## src/rtl/sorted_priority_queue_unit_macros.svh

```systemverilog
// Assertion macros for the sorted priority queue unit
`ifndef SORTED_PRIORITY_QUEUE_UNIT_MACROS_SVH
`define SORTED_PRIORITY_QUEUE_UNIT_MACROS_SVH

// Clocked check, off while reset is held
`define SPQ_ASSERT(lbl, prop) \
    lbl: assert property (@(posedge i_clk) disable iff (!i_rst_n) prop) \
        else $error("sorted priority queue check failed");

// Clocked check with its own message
`define SPQ_ASSERT_MSG(lbl, prop, msg) \
    lbl: assert property (@(posedge i_clk) disable iff (!i_rst_n) prop) \
        else $error(msg);

`endif

```

## src/rtl/spq_pkg.sv

```systemverilog
// Package of the sorted priority queue unit: sizes, codes, states and entry type
`default_nettype none

package spq_pkg;

    localparam int DEPTH = 16;
    localparam int IDX_W = $clog2(DEPTH);
    localparam int CNT_W = $clog2(DEPTH + 1);
    localparam int OCC_W = 5;

    typedef enum logic [1:0] {
        OP_ENQ = 2'd0,
        OP_DEQ = 2'd1,
        OP_REM = 2'd2,
        OP_EXP = 2'd3
    } t_op;

    typedef enum logic [1:0] {
        STS_OK   = 2'd0,
        STS_MISS = 2'd1,
        STS_FULL = 2'd2
    } t_status;

    typedef enum logic [2:0] {
        S_IDLE,
        S_INS,
        S_PUT,
        S_FIND,
        S_SHIFT,
        S_SCAN,
        S_FLUSH
    } t_state;

    typedef struct packed {
        logic [15:0] id;
        logic [15:0] tm;
        logic [15:0] prio;
    } t_entry;

endpackage

`default_nettype wire

```

## src/rtl/sorted_priority_queue_unit.sv

```systemverilog
// Top level of the sorted priority queue unit
//
// A bounded queue of up to spq_pkg::DEPTH entries (id, check-in time,
// priority), held in one synchronous memory in ascending priority order;
// equal priorities keep their arrival order.
// Command channel: a word is taken at a rising edge with start high and
// busy low. Results leave on the o_ ports, each for one cycle with o_strobe
// high; o_last marks the final word of a command. The receiver cannot hold
// results off, so none are buffered beyond the output register.
// Work per command, with n entries held and one memory read per cycle:
//   enqueue        : walks down from the tail, moving each entry with a
//                    larger priority up one place; at once if full
//                    or empty
//   dequeue/remove : scans from the head to the entry, then shifts every later entry down; at once if empty
//   collect expired: scans all n entries, plus a flush when the last expires
// A command answered at once (full or empty) leaves the unit free for the
// next cycle; otherwise the next word is taken in the cycle of the final
// result. Expired ids leave during the scan, each once the next is found.
// i_cfg_we writes the wait limit; write it only while the unit is idle.
// Reset (synchronous, active low) empties the queue and clears the limit;
// the memory contents are not cleared, only the fill count.
`default_nettype none

`include "sorted_priority_queue_unit_macros.svh"

module sorted_priority_queue_unit (
    input  wire logic                      i_clk,
    input  wire logic                      i_rst_n,
    input  wire logic                      start,
    output logic                           busy,
    input  wire logic [1:0]                i_op,
    input  wire logic [15:0]               i_item_id,
    input  wire logic [15:0]               i_check_in_time,
    input  wire logic signed [15:0]        i_prio,
    input  wire logic [15:0]               i_now_time,
    input  wire logic                      i_cfg_we,
    input  wire logic [15:0]               i_cfg_wdata,
    output logic                           o_strobe,
    output logic [1:0]                     o_status,
    output logic [15:0]                    o_out_id,
    output logic [15:0]                    o_out_check_in,
    output logic signed [15:0]             o_out_prio,
    output logic [spq_pkg::OCC_W-1:0]      o_occupancy,
    output logic                           o_last
);

    localparam int IW = spq_pkg::IDX_W;
    localparam int CW = spq_pkg::CNT_W;

    // Entry memory, one write and one registered read per cycle
    spq_pkg::t_entry r_mem [spq_pkg::DEPTH];
    spq_pkg::t_entry r_rdata;
    logic            mem_we;
    logic [IW-1:0]   mem_wa;
    logic [IW-1:0]   mem_ra;
    spq_pkg::t_entry mem_wd;

    spq_pkg::t_state r_state, n_state;
    logic [CW-1:0]   r_fill, n_fill;
    logic [CW-1:0]   r_idx, n_idx;
    logic [15:0]     r_limit;
    spq_pkg::t_op    r_op, n_op;
    spq_pkg::t_entry r_new, n_new;
    logic [15:0]     r_now, n_now;
    spq_pkg::t_entry r_hold, n_hold;
    logic            r_pend, n_pend;
    logic [15:0]     r_pend_id, n_pend_id;

    logic            r_strobe, n_strobe;
    spq_pkg::t_status r_status, n_status;
    spq_pkg::t_entry r_res, n_res;
    logic            r_last, n_last;

    logic [CW-1:0]   idx_inc;
    logic [CW-1:0]   idx_dec;
    logic            more;
    logic            accept;
    logic signed [16:0] wait_diff;
    logic            expired;

    always_ff @(posedge i_clk) begin
        if (mem_we) begin
            r_mem[mem_wa] <= mem_wd;
        end
        r_rdata <= r_mem[mem_ra];
    end

    assign accept  = start && (r_state == spq_pkg::S_IDLE);
    assign idx_inc = r_idx + 1'b1;
    assign idx_dec = r_idx - 1'b1;
    assign more    = (idx_inc < r_fill);
    // wait is a true difference of two unsigned times, never wrapped
    assign wait_diff = $signed({1'b0, r_now}) - $signed({1'b0, r_rdata.tm});
    assign expired   = (wait_diff > $signed({1'b0, r_limit}));

    always_comb begin
        n_state   = r_state;
        n_fill    = r_fill;
        n_idx     = r_idx;
        n_op      = r_op;
        n_new     = r_new;
        n_now     = r_now;
        n_hold    = r_hold;
        n_pend    = r_pend;
        n_pend_id = r_pend_id;
        n_strobe  = 1'b0;
        n_status  = spq_pkg::STS_OK;
        n_res     = '0;
        n_last    = 1'b1;
        mem_we    = 1'b0;
        mem_wa    = r_idx[IW-1:0];
        mem_wd    = r_new;
        mem_ra    = r_idx[IW-1:0];

        unique case (r_state)
            spq_pkg::S_IDLE: begin
                if (accept) begin
                    n_op      = spq_pkg::t_op'(i_op);
                    n_new.id  = i_item_id;
                    n_new.tm  = i_check_in_time;
                    n_new.prio = i_prio;
                    n_now     = i_now_time;
                    n_pend    = 1'b0;
                    unique case (spq_pkg::t_op'(i_op))
                        spq_pkg::OP_ENQ: begin
                            if (r_fill == CW'(spq_pkg::DEPTH)) begin
                                n_strobe = 1'b1;
                                n_status = spq_pkg::STS_FULL;
                            end else if (r_fill == '0) begin
                                // empty: place at the head at once
                                mem_we   = 1'b1;
                                mem_wa   = '0;
                                mem_wd.id   = i_item_id;
                                mem_wd.tm   = i_check_in_time;
                                mem_wd.prio = i_prio;
                                n_fill   = r_fill + 1'b1;
                                n_strobe = 1'b1;
                            end else begin
                                // walk down from the tail
                                n_idx   = r_fill - 1'b1;
                                mem_ra  = n_idx[IW-1:0];
                                n_state = spq_pkg::S_INS;
                            end
                        end
                        spq_pkg::OP_DEQ, spq_pkg::OP_REM: begin
                            if (r_fill == '0) begin
                                n_strobe = 1'b1;
                                n_status = spq_pkg::STS_MISS;
                            end else begin
                                n_idx   = '0;
                                mem_ra  = '0;
                                n_state = spq_pkg::S_FIND;
                            end
                        end
                        default: begin
                            if (r_fill == '0) begin
                                n_strobe = 1'b1;
                                n_status = spq_pkg::STS_MISS;
                            end else begin
                                n_idx   = '0;
                                mem_ra  = '0;
                                n_state = spq_pkg::S_SCAN;
                            end
                        end
                    endcase
                end
            end

            spq_pkg::S_INS: begin
                mem_we = 1'b1;
                mem_wa = idx_inc[IW-1:0];
                if ($signed(r_rdata.prio) > $signed(r_new.prio)) begin
                    // move the larger entry up one place
                    mem_wd = r_rdata;
                    if (r_idx == '0) begin
                        n_state = spq_pkg::S_PUT;
                    end else begin
                        n_idx  = idx_dec;
                        mem_ra = idx_dec[IW-1:0];
                    end
                end else begin
                    mem_wd   = r_new;
                    n_fill   = r_fill + 1'b1;
                    n_strobe = 1'b1;
                    n_state  = spq_pkg::S_IDLE;
                end
            end

            spq_pkg::S_PUT: begin
                mem_we   = 1'b1;
                mem_wa   = r_idx[IW-1:0];
                mem_wd   = r_new;
                n_fill   = r_fill + 1'b1;
                n_strobe = 1'b1;
                n_state  = spq_pkg::S_IDLE;
            end

            spq_pkg::S_FIND: begin
                if ((r_op == spq_pkg::OP_DEQ) || (r_rdata.id == r_new.id)) begin
                    n_hold = r_rdata;
                    if (more) begin
                        n_idx   = idx_inc;
                        mem_ra  = idx_inc[IW-1:0];
                        n_state = spq_pkg::S_SHIFT;
                    end else begin
                        n_fill   = r_fill - 1'b1;
                        n_strobe = 1'b1;
                        n_res    = r_rdata;
                        n_state  = spq_pkg::S_IDLE;
                    end
                end else if (more) begin
                    n_idx  = idx_inc;
                    mem_ra = idx_inc[IW-1:0];
                end else begin
                    n_strobe = 1'b1;
                    n_status = spq_pkg::STS_MISS;
                    n_state  = spq_pkg::S_IDLE;
                end
            end

            spq_pkg::S_SHIFT: begin
                // close the gap: move each later entry down one place
                mem_we = 1'b1;
                mem_wa = idx_dec[IW-1:0];
                mem_wd = r_rdata;
                if (more) begin
                    n_idx  = idx_inc;
                    mem_ra = idx_inc[IW-1:0];
                end else begin
                    n_fill   = r_fill - 1'b1;
                    n_strobe = 1'b1;
                    n_res    = r_hold;
                    n_state  = spq_pkg::S_IDLE;
                end
            end

            spq_pkg::S_SCAN: begin
                // one expired id is held back so the final one can carry last
                if (expired) begin
                    n_pend    = 1'b1;
                    n_pend_id = r_rdata.id;
                    if (r_pend) begin
                        n_strobe = 1'b1;
                        n_res.id = r_pend_id;
                        n_last   = 1'b0;
                    end
                end
                if (more) begin
                    n_idx  = idx_inc;
                    mem_ra = idx_inc[IW-1:0];
                end else if (expired) begin
                    n_state = spq_pkg::S_FLUSH;
                end else begin
                    n_strobe = 1'b1;
                    n_state  = spq_pkg::S_IDLE;
                    if (r_pend) begin
                        n_res.id = r_pend_id;
                    end else begin
                        n_status = spq_pkg::STS_MISS;
                    end
                end
            end

            spq_pkg::S_FLUSH: begin
                n_strobe = 1'b1;
                n_res.id = r_pend_id;
                n_state  = spq_pkg::S_IDLE;
            end

            default: begin
                n_state = spq_pkg::S_IDLE;
            end
        endcase
    end

    always_ff @(posedge i_clk) begin
        if (!i_rst_n) begin
            r_state  <= spq_pkg::S_IDLE;
            r_fill   <= '0;
            r_limit  <= '0;
            r_strobe <= 1'b0;
            r_pend   <= 1'b0;
        end else begin
            r_state  <= n_state;
            r_fill   <= n_fill;
            r_strobe <= n_strobe;
            r_pend   <= n_pend;
            if (i_cfg_we) begin
                r_limit <= i_cfg_wdata;
            end
        end
    end

    // Payload registers, no reset needed
    always_ff @(posedge i_clk) begin
        r_idx     <= n_idx;
        r_op      <= n_op;
        r_new     <= n_new;
        r_now     <= n_now;
        r_hold    <= n_hold;
        r_pend_id <= n_pend_id;
        r_status  <= n_status;
        r_res     <= n_res;
        r_last    <= n_last;
    end

    assign busy           = (r_state != spq_pkg::S_IDLE);
    assign o_strobe       = r_strobe;
    assign o_status       = r_status;
    assign o_out_id       = r_res.id;
    assign o_out_check_in = r_res.tm;
    assign o_out_prio     = $signed(r_res.prio);
    assign o_occupancy    = spq_pkg::OCC_W'(r_fill);
    assign o_last         = r_last;

    `SPQ_ASSERT(a_fill_bound, (r_fill <= CW'(spq_pkg::DEPTH)))
    `SPQ_ASSERT_MSG(a_full_only_when_full,
        (r_strobe && (r_status == spq_pkg::STS_FULL)) |-> (r_fill == CW'(spq_pkg::DEPTH)),
        "full status with room left")
    `SPQ_ASSERT_MSG(a_shift_in_range, (r_state == spq_pkg::S_SHIFT) |-> (r_idx < r_fill),
        "shift beyond the filled entries")

endmodule

`default_nettype wire

```

## config.mk

```make
export PLATFORM = sky130hd
export DESIGN_NAME = sorted_priority_queue_unit
export DESIGN_NICKNAME = d
export VERILOG_FILES = /design/src/rtl/spq_pkg.sv /design/src/rtl/sorted_priority_queue_unit.sv
export VERILOG_INCLUDE_DIRS = /design/src /design/src/rtl
export SDC_FILE = /design/constraint.sdc
export NUM_CORES = 1
export LEC_CHECK = 0
export BUFFER_PORTS_ARGS = -buffer_cell sky130_fd_sc_hd__clkbuf_2
export CELL_PAD_IN_SITES_DETAIL_PLACEMENT = 1
export CELL_PAD_IN_SITES_GLOBAL_PLACEMENT = 1
export CORE_ASPECT_RATIO = 2
export CORE_UTILIZATION = 40
export DETAILED_ROUTE_END_ITERATION = 7
export GPL_ROUTABILITY_DRIVEN = 0
export PLACE_DENSITY = 0.6
export REMOVE_ABC_BUFFERS = 1
export SYNTH_ARGS = -nofsm -noshare
export SYNTH_HDL_FRONTEND = slang
export SYNTH_SLANG_ARGS = --single-unit
```

## constraint.sdc

```tcl
create_clock -name i_clk -period 7.3 [get_ports i_clk]
set_input_delay 0.73 -clock i_clk [delete_from_list [all_inputs] [get_ports i_clk]]
set_output_delay 0.73 -clock i_clk [all_outputs]
set_load 0.02 [all_outputs]
```

==> flow_metrics.tcl, run 1 <==
set metrics [dict create \
    syn_to_final_growth_pct 13.2 \
    synth.avg_cell_area_um2 14.8 \
    crit_type "flip-flop to flip-flop" \
    leakage_nw 17.2 \
    finalHoldViolations 0 \
    overflow 0 \
    dpl.hpwl_um 64900 \
    worstHoldPathType "input pin to flip-flop" \
    drive_above_1_share 0.128 \
    antenna_found_initial 3 \
    coreArea_mm2 0.103 \
    netlist_area_mm2 0.0416 \
    ir_worst_vdd_uv 634 \
    die_w_um 230 \
    cts_made_buffers 95 \
    yosysTopAreaCellShare 0.651 \
    htreeDepth 3 \
    via_per_inst 5.66 \
    finalWirelength_um 119000 \
    yosys_warnings 0 \
    clock-root-buffer "clkbuf_16" \
    ys_types 73 \
    crit_start "r_rdata[17]" \
    rows 167 \
    fin_skew_ns 0.0391 \
    maxSlewViolCount 0 \
    dieArea_mm2 0.105 \
    syn_inst 2813 \
    path_clk_slew_ns 0.06 \
    grt_pass1_wl_um 174000 \
    final_util 0.456 \
    post_cts_buffers 0 \
    setup_violations 0 \
    cts-resized-gates 0 \
    worst_ep_required_time_ns 7.89 \
    arrival_ns 5.89 \
    yosysSeqAreaShare 0.711 \
    io_buffer_count 143 \
    worstSetupStartpointType "flip-flop" \
    ctsHoldBuffers 0 \
    grtUsageTotal 0.225 \
    hold_start "i_now_time[15]" \
    routedWlPerCell_um 27.2 \
    ant_nets 0 \
    synth-seq-cells 1028 \
    nets 3078 \
    finalSetupTns_ns 0 \
    drv_cap 0 \
    endpoint_kind "flip-flop" \
    route.detailed.drc 0 \
    regToRegStartpoint "r_rdata[17]" \
    grt_pass1_vias 26600 \
    cp_max_fo 16 \
    ys_async_sr_fraction 0 \
    cts_sinks 1028 \
    die_h_um 458 \
    first_pass_iters 5 \
    power.density_mw_per_mm2 535 \
    clk-insertion-delay-late_ns 0.71 \
    drt_iter0_markers 1957 \
    grt_setup_unrepaired "no" \
    layout_min_cycle_time_ns 5.30 \
    io_pins 144 \
    cts_tree "built" \
    fin_crit_sh 0.726 \
    netlist.top_cell.by_area "edfxtp_1" \
    grt_max_degree 145 \
    vias 24700 \
    ys.flop_type "edfxtp_1" \
    start_util 0.403 \
    slew_headroom 0.137 \
    max_slew.worst_pin.slew_ns 1.29 \
    synthTopCellsByArea "edfxtp_1, mux2i_1, dfxtp_1" \
    fmaxAchievable_mhz 189 \
    status "finished clean" \
    cts_buffer_depth 3 \
    synth-edff-count 903 \
    ff2ff_setup_slack_ns 2.00 \
]
## critical path, stage by stage (launching register included)
cell and delay, ns:
dfxtp_1 0.46, inv_1 0.08, ha_1 0.28, nor2b_1 0.12
o21ai_0 0.20, a21boi_0 0.16, o21ai_0 0.19, nand2b_1 0.14
a21o_1 0.20, a21o_1 0.24, a21o_1 0.20, a21oi_1 0.18
xnor2_1 0.15, ha_1 0.17, a21o_1 0.11, a21o_1 0.11
a21o_1 0.11, a21o_1 0.11, a21o_1 0.11, a221oi_1 0.07
a21oi_1 0.38, a41oi_1 0.19, nor2b_2 1.00, o2bb2ai_1 0.21
## stage by stage
stage	total power (W)	setup WS [ns]	cell area [µm²]	hold slack, ns	std cells
2_1_floorplan	0.0156	-5.47	40800	0.404	2647
3_3_place_gp	0.0199	2.15	44000	0.431	4187
3_5_place_dp	0.0203	2.01	44000	0.439	4187
4_1_cts	0.0255	1.94	47100	0.159	4365
5_1_grt	0.0265	1.64	47100	0.190	4366
6_report	0.0252	2.00	47100	0.210	4366
## cell usage in the layout (no fill, tap or decap), drive strengths merged, types with 49 or more instances in the layout
master / count
clkbuf: 259
o21bai: 49
nor2: 81
a21oi: 230
edfxtp: 903
ha: 59
a22oi: 97
a21o: 113
inv: 123
mux2i: 304
nand2: 241
dfxtp: 125
## sequential cells by signal (all words and copies together) (netlist names)
signal and count:
o_out_prio 16, r_op 2, o_out_check_in 16, o_occupancy 5
r_pend 1, r_new 48, o_last 1, r_now 16
r_rdata 48, r_hold 48, r_mem 768, o_out_id 16
r_idx 5, r_state 3, r_limit 16, o_strobe 1
o_status 2, r_pend_id 16
## final timing paths
check                      end  cells past startpoint
setup / recovery  o_out_id[15]                     23
hold / removal       r_now[15]                      1
setup reg to reg  o_out_id[15]                     23
hold reg to reg    o_out_id[4]                      1
## area by class of cell
type | instances | area (µm²)
diodes | 1 | 2.50
clock buffers | 116 | 2520
clock inverters | 62 | 649
fillers | 10300 | 56300
inverters | 118 | 445
multi-input cells | 1501 | 11000
flip-flops and latches | 1028 | 29600
well taps | 1352 | 1690
repair buffers | 188 | 1230
## synth_stat cells, drive strengths merged (16+ instances only)
cell type and count:
edfxtp 903, nor2b 25, a21oi 230, clkbuf 80, o2bb2ai 16, a21o 113
o21ai 21, buf 86, mux2i 304, a222oi 48, o21bai 49, nor2 81
nand2 241, ha 59, inv 117, a22oi 97, o311ai 48, xnor2 36
dfxtp 125
## power breakdown
part / internal [W] / total (W) / switching (W)
Clock: 0.00287 / 0.00512 / 0.00226
Combinational: 0.00374 / 0.0111 / 0.00739
Sequential: 0.00843 / 0.00894 / 0.000513
## per-layer routing
| layer | part of all wire | global-route usage | vias up |
|---|---|---|---|
| li1 | - | - | 11000 |
| met1 | 0.40 | 0.271 | 12900 |
| met2 | 0.52 | 0.406 | 644 |
| met3 | 0.042 | 0.0289 | 185 |
| met4 | 0.032 | 0.0830 | 4 |
| met5 | 0.00017 | 0 | - |
## cells by family after synthesis
family / Yosys count / synth area share
DFF: 1028 / 0.711
AOI/OAI and AO/OA: 682 / 0.115
and+or+nand+nor: 410 / 0.0423
muxes: 306 / 0.0736
buffers and inverters: 284 / 0.0309
adders and majority gates: 60 / 0.0182
xor gates and xnor gates: 43 / 0.00922
No activity file was read; power rests on OpenSTA's default activity.
==> run 2: changes to the inputs <==
==> constraint.sdc (replaced) <==
create_clock -name i_clk -period 5.4 [get_ports i_clk]
set_input_delay 0.54 -clock i_clk [delete_from_list [all_inputs] [get_ports i_clk]]
set_output_delay 0.54 -clock i_clk [all_outputs]
set_load 0.02 [all_outputs]
==> run 2 against run 1 <==
Global-route usage rose by 0.64 points; maximum frequency rose by 9.0%; critical path depth did not move; sequential power rose by 35%; routed wire length rose by 2.6%; combinational power rose by 44%; largest cell class unchanged; highest routed layer unchanged; sequential share of layout area fell by 1.2 points; non-clock buffer count rose by 76; clock power rose by 34%; count of clock-buffer cells in the layout rose by 14; setup slack got worse by 1.5 ns; register-to-register slack got worse by 1.5 ns.
==> flow_metrics.tcl, run 2 (synthesized netlist as in run 1, its figures left out) <==
set metrics [dict create \
    status "finished clean" \
    ant_nets 0 \
    grt_pass1_wl_um 179000 \
    cp_num_cells 23 \
    leakage_nw 17.6 \
    grt_setup_unrepaired "no" \
    setup_violations 0 \
    place_ws_ns 0.565 \
    finalSetupTns_ns 0 \
    die_w_um 230 \
    regToRegStartpoint "r_rdata[18]" \
    crit_buf_inv 2 \
    clock-root-buffer "clkbuf_16" \
    vias 25200 \
    drv_cap 0 \
    final_cell_mix "edfxtp_1, mux2i_1, nand2_1, a21oi_1, clkbuf_2" \
    worstSetupStartpointType "flip-flop" \
    slew_headroom 0.305 \
    cp_max_fo 16 \
    power_w 0.0350 \
    fin_skew_ns 0.0401 \
    antenna_found_initial 5 \
    post_cts_buffers 0 \
    crit_start "r_rdata[18]" \
    htreeDepth 3 \
    dp.cells 4231 \
    io_pins 144 \
    max_slew.worst_pin.slew_ns 1.04 \
    dieArea_mm2 0.105 \
    holdWs_ns 0.0460 \
    clk-insertion-delay-late_ns 0.71 \
    arrival_ns 5.43 \
    ff2ff_setup_slack_ns 0.54 \
    largest_reg_flops 768 \
    fmaxAchievable_mhz 206 \
    slowest_stage "dfxtp_1" \
    drt_iter0_markers 1617 \
    syn_to_final_growth_pct 15.4 \
    slowest_delay_ns 0.40 \
    endpoint_kind "flip-flop" \
    layout_min_cycle_time_ns 4.86 \
    multi_input_area_mm2 0.0110 \
    cts_buffer_depth 3 \
    die_h_um 458 \
    drive_above_1_share 0.139 \
    timing.rr.end "o_out_id[1]" \
    ff_latch_area_mm2 0.0296 \
    routedWlPerCell_um 27.5 \
    maxSlewViolCount 0 \
    route.detailed.drc 0 \
    dpl.hpwl_um 71200 \
    nets 3153 \
    cts_made_buffers 94 \
    cts_tree "built" \
    worst_ep_required_time_ns 5.97 \
    via_per_inst 5.67 \
    reg2reg_depth 23 \
    grtUsageTotal 0.231 \
    layout_setup_ws_ns 0.540 \
    crit_family "compound AO/OA/AOI/OAI gates" \
    start_util 0.403 \
    stdcell_count 4440 \
    hold_depth 1 \
    fin_crit_sh 0.900 \
    ir_worst_vdd_uv 497 \
    cts_sinks 1028 \
    worstHoldPathType "input pin to flip-flop" \
    coreArea_mm2 0.103 \
    first_pass_iters 8 \
    endpoint "o_out_id[1]" \
    regMostFlops "r_mem" \
    rows 167 \
    grt_pass1_vias 27300 \
    nFillCells 10200 \
    finalWirelength_um 122000 \
    overflow 0 \
    cpMostUsedCell "a21o_1" \
    path_clk_slew_ns 0.07 \
    grt_max_degree 98 \
    finalHoldViolations 0 \
    crit_type "flip-flop to flip-flop" \
    power.density_mw_per_mm2 728 \
    io_buffer_count 143 \
    worstPathCellList "inv_1 > ha_1 > nor2b_1 > o21ai_0 > nand2b_1 > a21o_1 > a31o_2 > a21oi_1 > o21bai_1 > a21oi_1 > xnor2_1 > ha_1 > a21o_1 > a21o_1 > a21o_1 > a21o_1 > a21o_1 > a221oi_1 > a21oi_1 > a41oi_1 > nor2b_2 > buf_4 > o2bb2ai_1" \
    final_common_cell "edfxtp_1" \
]
## run 2: cell count changes in the layout (fill, tap and decap cells not counted), sizes merged
cell / previous run / this run
buf: 45 / 89
dlygate4sd3: 0 / 32
clkbuf: 259 / 273
clkinvlp: 11 / 1
bufinv: 11 / 8
inv: 123 / 120
clkinv: 35 / 33
diode: 1 / 3
## run 2: area by class of cell
type,instances,share of cell area
inverters,118,0.00927
clock buffers,130,0.0549
repair buffers,264,0.0448
flip-flops and latches,1028,0.616
diodes,3,0.000156
multi-input cells,1501,0.228
clock inverters,44,0.0113
well taps,1352,0.0352
## run 2: what timing repair did
item                                    CTS  global route
endpoints found under the hold margin    32             0
gates resized for setup                   0             0
hold buffers                             32             0
endpoints found under the setup margin    0             0
## run 2: worst reg2reg max path, cell delays in order (launching register included)
cell       delay (ns)
dfxtp_1          0.40
inv_1            0.10
ha_1             0.34
nor2b_1          0.14
o21ai_0          0.16
nand2b_1         0.11
a21o_1           0.22
a31o_2           0.30
a21oi_1          0.24
o21bai_1         0.10
a21oi_1          0.20
xnor2_1          0.15
ha_1             0.27
a21o_1           0.17
a21o_1           0.18
a21o_1           0.18
a21o_1           0.17
a21o_1           0.17
a221oi_1         0.24
a21oi_1          0.18
a41oi_1          0.27
nor2b_2          0.06
buf_4            0.22
o2bb2ai_1        0.17
## run 2: metrics by stage
| step | utilization | area (µm²) |
|---|---|---|
| final | 0.465 | 48100 |
| after global routing | 0.465 | 48100 |
| after CTS | 0.465 | 48100 |
| after detailed placement | 0.431 | 44600 |
| after global placement | 0.431 | 44600 |
| after floorplan | - | 40800 |
## run 2: worst min-delay path by stage
stage,from,endpoint,slack [ns]
after floorplan,r_pend,o_last,0.40
after global placement,r_pend_id[0],o_out_id[0],0.43
after detailed placement,r_pend_id[13],o_out_id[13],0.44
after CTS,i_now_time[0],r_now[0],0.001
after global routing,i_check_in_time[14],r_new[30],0.03
final,i_item_id[2],r_new[34],0.05
## run 2: per-layer routing
metal | vias up | global-route usage | wire [µm]
met3 | 181 | 0.0268 | 4940
met5 | - | 0 | 34
li1 | 11100 | - | -
met2 | 659 | 0.430 | 65500
met1 | 13200 | 0.270 | 47900
met4 | 6 | 0.0863 | 3620
## run 2: where the power goes
| group | switching, W | internal [W] | total, W |
|---|---|---|---|
| sequential | 0.000699 | 0.0114 | 0.0121 |
| combinational | 0.0104 | 0.00565 | 0.0160 |
| clock | 0.00304 | 0.00384 | 0.00687 |
==> run 3: changes to the inputs <==
--- a/config.mk
+++ b/config.mk
@@ -13,7 +13,7 @@
 export CORE_UTILIZATION = 40
 export DETAILED_ROUTE_END_ITERATION = 7
 export GPL_ROUTABILITY_DRIVEN = 0
-export PLACE_DENSITY = 0.6
+export PLACE_DENSITY = 0.74
 export REMOVE_ABC_BUFFERS = 1
 export SYNTH_ARGS = -nofsm -noshare
 export SYNTH_HDL_FRONTEND = slang
==> constraint.sdc (replaced) <==
create_clock -name i_clk -period 5.4 [get_ports i_clk]
set_input_delay 0.27 -clock i_clk [delete_from_list [all_inputs] [get_ports i_clk]]
set_output_delay 0.27 -clock i_clk [all_outputs]
set_load 0.02 [all_outputs]
==> run 3 against run 2 <==
Via count rose by 1.8%; global-route usage down 0.32 points; count of clock-buffer cells in the layout is 11 lower; routed wire length fell by 0.71%; cell area increased by 0.25%; maximum frequency is 0.67% higher; sequential power hardly changed; clock skew is 0.0043 ns lower; power shrank 1.3%; sequential cell count stayed put; non-clock buffer count up 38; critical path type unchanged; critical endpoint is now o_out_id[3]; largest cell class unchanged; largest power group unchanged.
==> flow_metrics.tcl, run 3 (synthesized netlist as in run 1, its figures left out) <==
set metrics [dict create \
    regMostFlops "r_mem" \
    largest_reg_flops 768 \
    io_buffer_count 143 \
    timing.rr.end "o_out_id[3]" \
    multi_input_area_mm2 0.0110 \
    placed_area_mm2 0.0444 \
    drt_iter0_markers 2108 \
    htreeDepth 3 \
    hold_start "start" \
    cts_sinks 1028 \
    dieArea_mm2 0.105 \
    rows 167 \
    slowest_delay_ns 0.44 \
    dpl.hpwl_um 70400 \
    drv_cap 0 \
    worst_ep_required_time_ns 5.97 \
    worstPathCellList "inv_1 > ha_1 > nor2b_1 > o21ai_0 > a21boi_0 > o21ai_0 > nand2b_1 > a21o_1 > a21o_1 > a21o_1 > a21oi_1 > xnor2_1 > ha_1 > a21o_1 > a21o_1 > a21o_1 > a21o_1 > a21o_1 > a221oi_1 > a21oi_1 > a41oi_1 > nor2b_2 > buf_4 > o2bb2ai_1" \
    cp_max_fo 16 \
    grt_max_degree 86 \
    power_w 0.0345 \
    use_met1 0.261 \
    hold_end "o_status[1]" \
    vias 25600 \
    grt_use_met2 0.421 \
    syn_to_final_growth_pct 15.7 \
    clk-insertion-delay-late_ns 0.70 \
    grtUsageTotal 0.228 \
    fin_skew_ns 0.0358 \
    holdWs_ns 0.0794 \
    arrival_ns 5.39 \
    coreArea_mm2 0.103 \
    worstSetupStartpointType "flip-flop" \
    endpoint_kind "flip-flop" \
    ff_latch_area_mm2 0.0296 \
    clock-root-buffer "clkbuf_16" \
    ff2ff_setup_slack_ns 0.57 \
    cts_buffer_depth 3 \
    reg2reg_depth 24 \
    final_common_cell "edfxtp_1" \
    nets 3186 \
    setup_violations 0 \
    design_area_mm2 0.0482 \
    cts_made_buffers 89 \
    crit_start "r_rdata[17]" \
    die_h_um 458 \
    status "finished clean" \
    route.detailed.drc 0 \
    drive_above_1_share 0.131 \
    power.density_mw_per_mm2 716 \
    grt_pass1_vias 27400 \
    ant_nets 0 \
    grt_pass1_wl_um 177000 \
    leakage_nw 17.7 \
    dp.cells 4219 \
    final_cell_mix "edfxtp_1, mux2i_1, nand2_1, a21oi_1, clkbuf_2" \
    max_slew.worst_pin.slew_ns 1.04 \
    worstHoldPathType "input pin to flip-flop" \
    overflow 0 \
    hold_depth 3 \
    maxSlewViolCount 0 \
    fin_crit_sh 0.894 \
    routedWlPerCell_um 27.1 \
    nFillCells 10200 \
    antenna_found_initial 3 \
    stdcell_count 4470 \
    crit_type "flip-flop to flip-flop" \
    die_w_um 230 \
    slew_headroom 0.304 \
    path_clk_slew_ns 0.07 \
    slowest_stage "dfxtp_1" \
    first_pass_iters 7 \
    start_util 0.403 \
    io_pins 144 \
    cpMostUsedCell "a21o_1" \
    busiest_layer "met2" \
    cts_tree "built" \
    layout_min_cycle_time_ns 4.83 \
    grt_use_met3 0.0318 \
    via_per_inst 5.74 \
    finalWirelength_um 121000 \
    regToRegStartpoint "r_rdata[17]" \
    finalHoldViolations 0 \
    ir_worst_vdd_uv 774 \
    fmaxAchievable_mhz 207 \
    grt_setup_unrepaired "no" \
]
-- run 3: cell types whose count changed in the layout (fill, tap and decap cells not counted), sizes merged --
cell and delta:
bufinv -1, inv +2, buf -12, clkbuf -11, dlygate4sd3 +50, clkinvlp +4
diode -2
-- run 3: worst max-delay path by stage --
stage | end | slack (ns)
after global routing | o_out_id[10] | 0.20
after detailed placement | o_out_id[3] | 0.60
after CTS | o_out_id[10] | 0.58
final | o_out_id[3] | 0.57
after floorplan | r_rdata[0] | -7.37
after global placement | o_out_id[1] | 0.66
-- run 3: through the flow --
step / worst slack (ns) / TNS (ns) / utilization
finish: 0.573 / 0 / 0.466
global route: 0.199 / 0 / 0.466
CTS: 0.576 / 0 / 0.466
detailed placement: 0.598 / 0 / 0.429
global placement: 0.657 / 0 / 0.429
floorplan: -7.37 / -443.83 / -
-- run 3: cell type report --
class                           instances  area share
Antenna cell                            1   0.0000519
Clock buffer                          119      0.0513
Clock inverter                         49      0.0103
Inverter                              118     0.00925
Multi-Input combinational cell       1501       0.228
Sequential cell                      1028       0.615
Tap cell                             1352      0.0351
Timing Repair Buffer                  302      0.0517
-- run 3: timing repair --
action,4_1_cts,5_1_grt
hold endpoints to repair,82,0
setup buffers,0,0
hold buffers,82,0
resized for setup,0,0
-- run 3: metal layers --
| layer | up-vias | part of all wire |
|---|---|---|
| met4 | 4 | 0.040 |
| met2 | 877 | 0.53 |
| met3 | 232 | 0.054 |
| met1 | 13300 | 0.37 |
| li1 | 11200 | - |
| met5 | - | 0.00021 |
-- run 3: worst max-delay path: cells and delay by family (launching register included) --
kind / cells / cell delay (ns)
AOI/OAI and AO/OA: 16 / 3.08
xor gates and xnor gates: 1 / 0.09
adders and majority gates: 2 / 0.47
buffers and inverters: 2 / 0.29
DFF: 1 / 0.44
and+or+nand+nor: 3 / 0.31
-- run 3: power by group --
part / internal, W / switching (W) / total [W]
clock: 0.00359 / 0.00298 / 0.00658
sequential: 0.0114 / 0.000699 / 0.0121
combinational: 0.00546 / 0.0104 / 0.0159
total: 0.0204 / 0.0141 / 0.0345
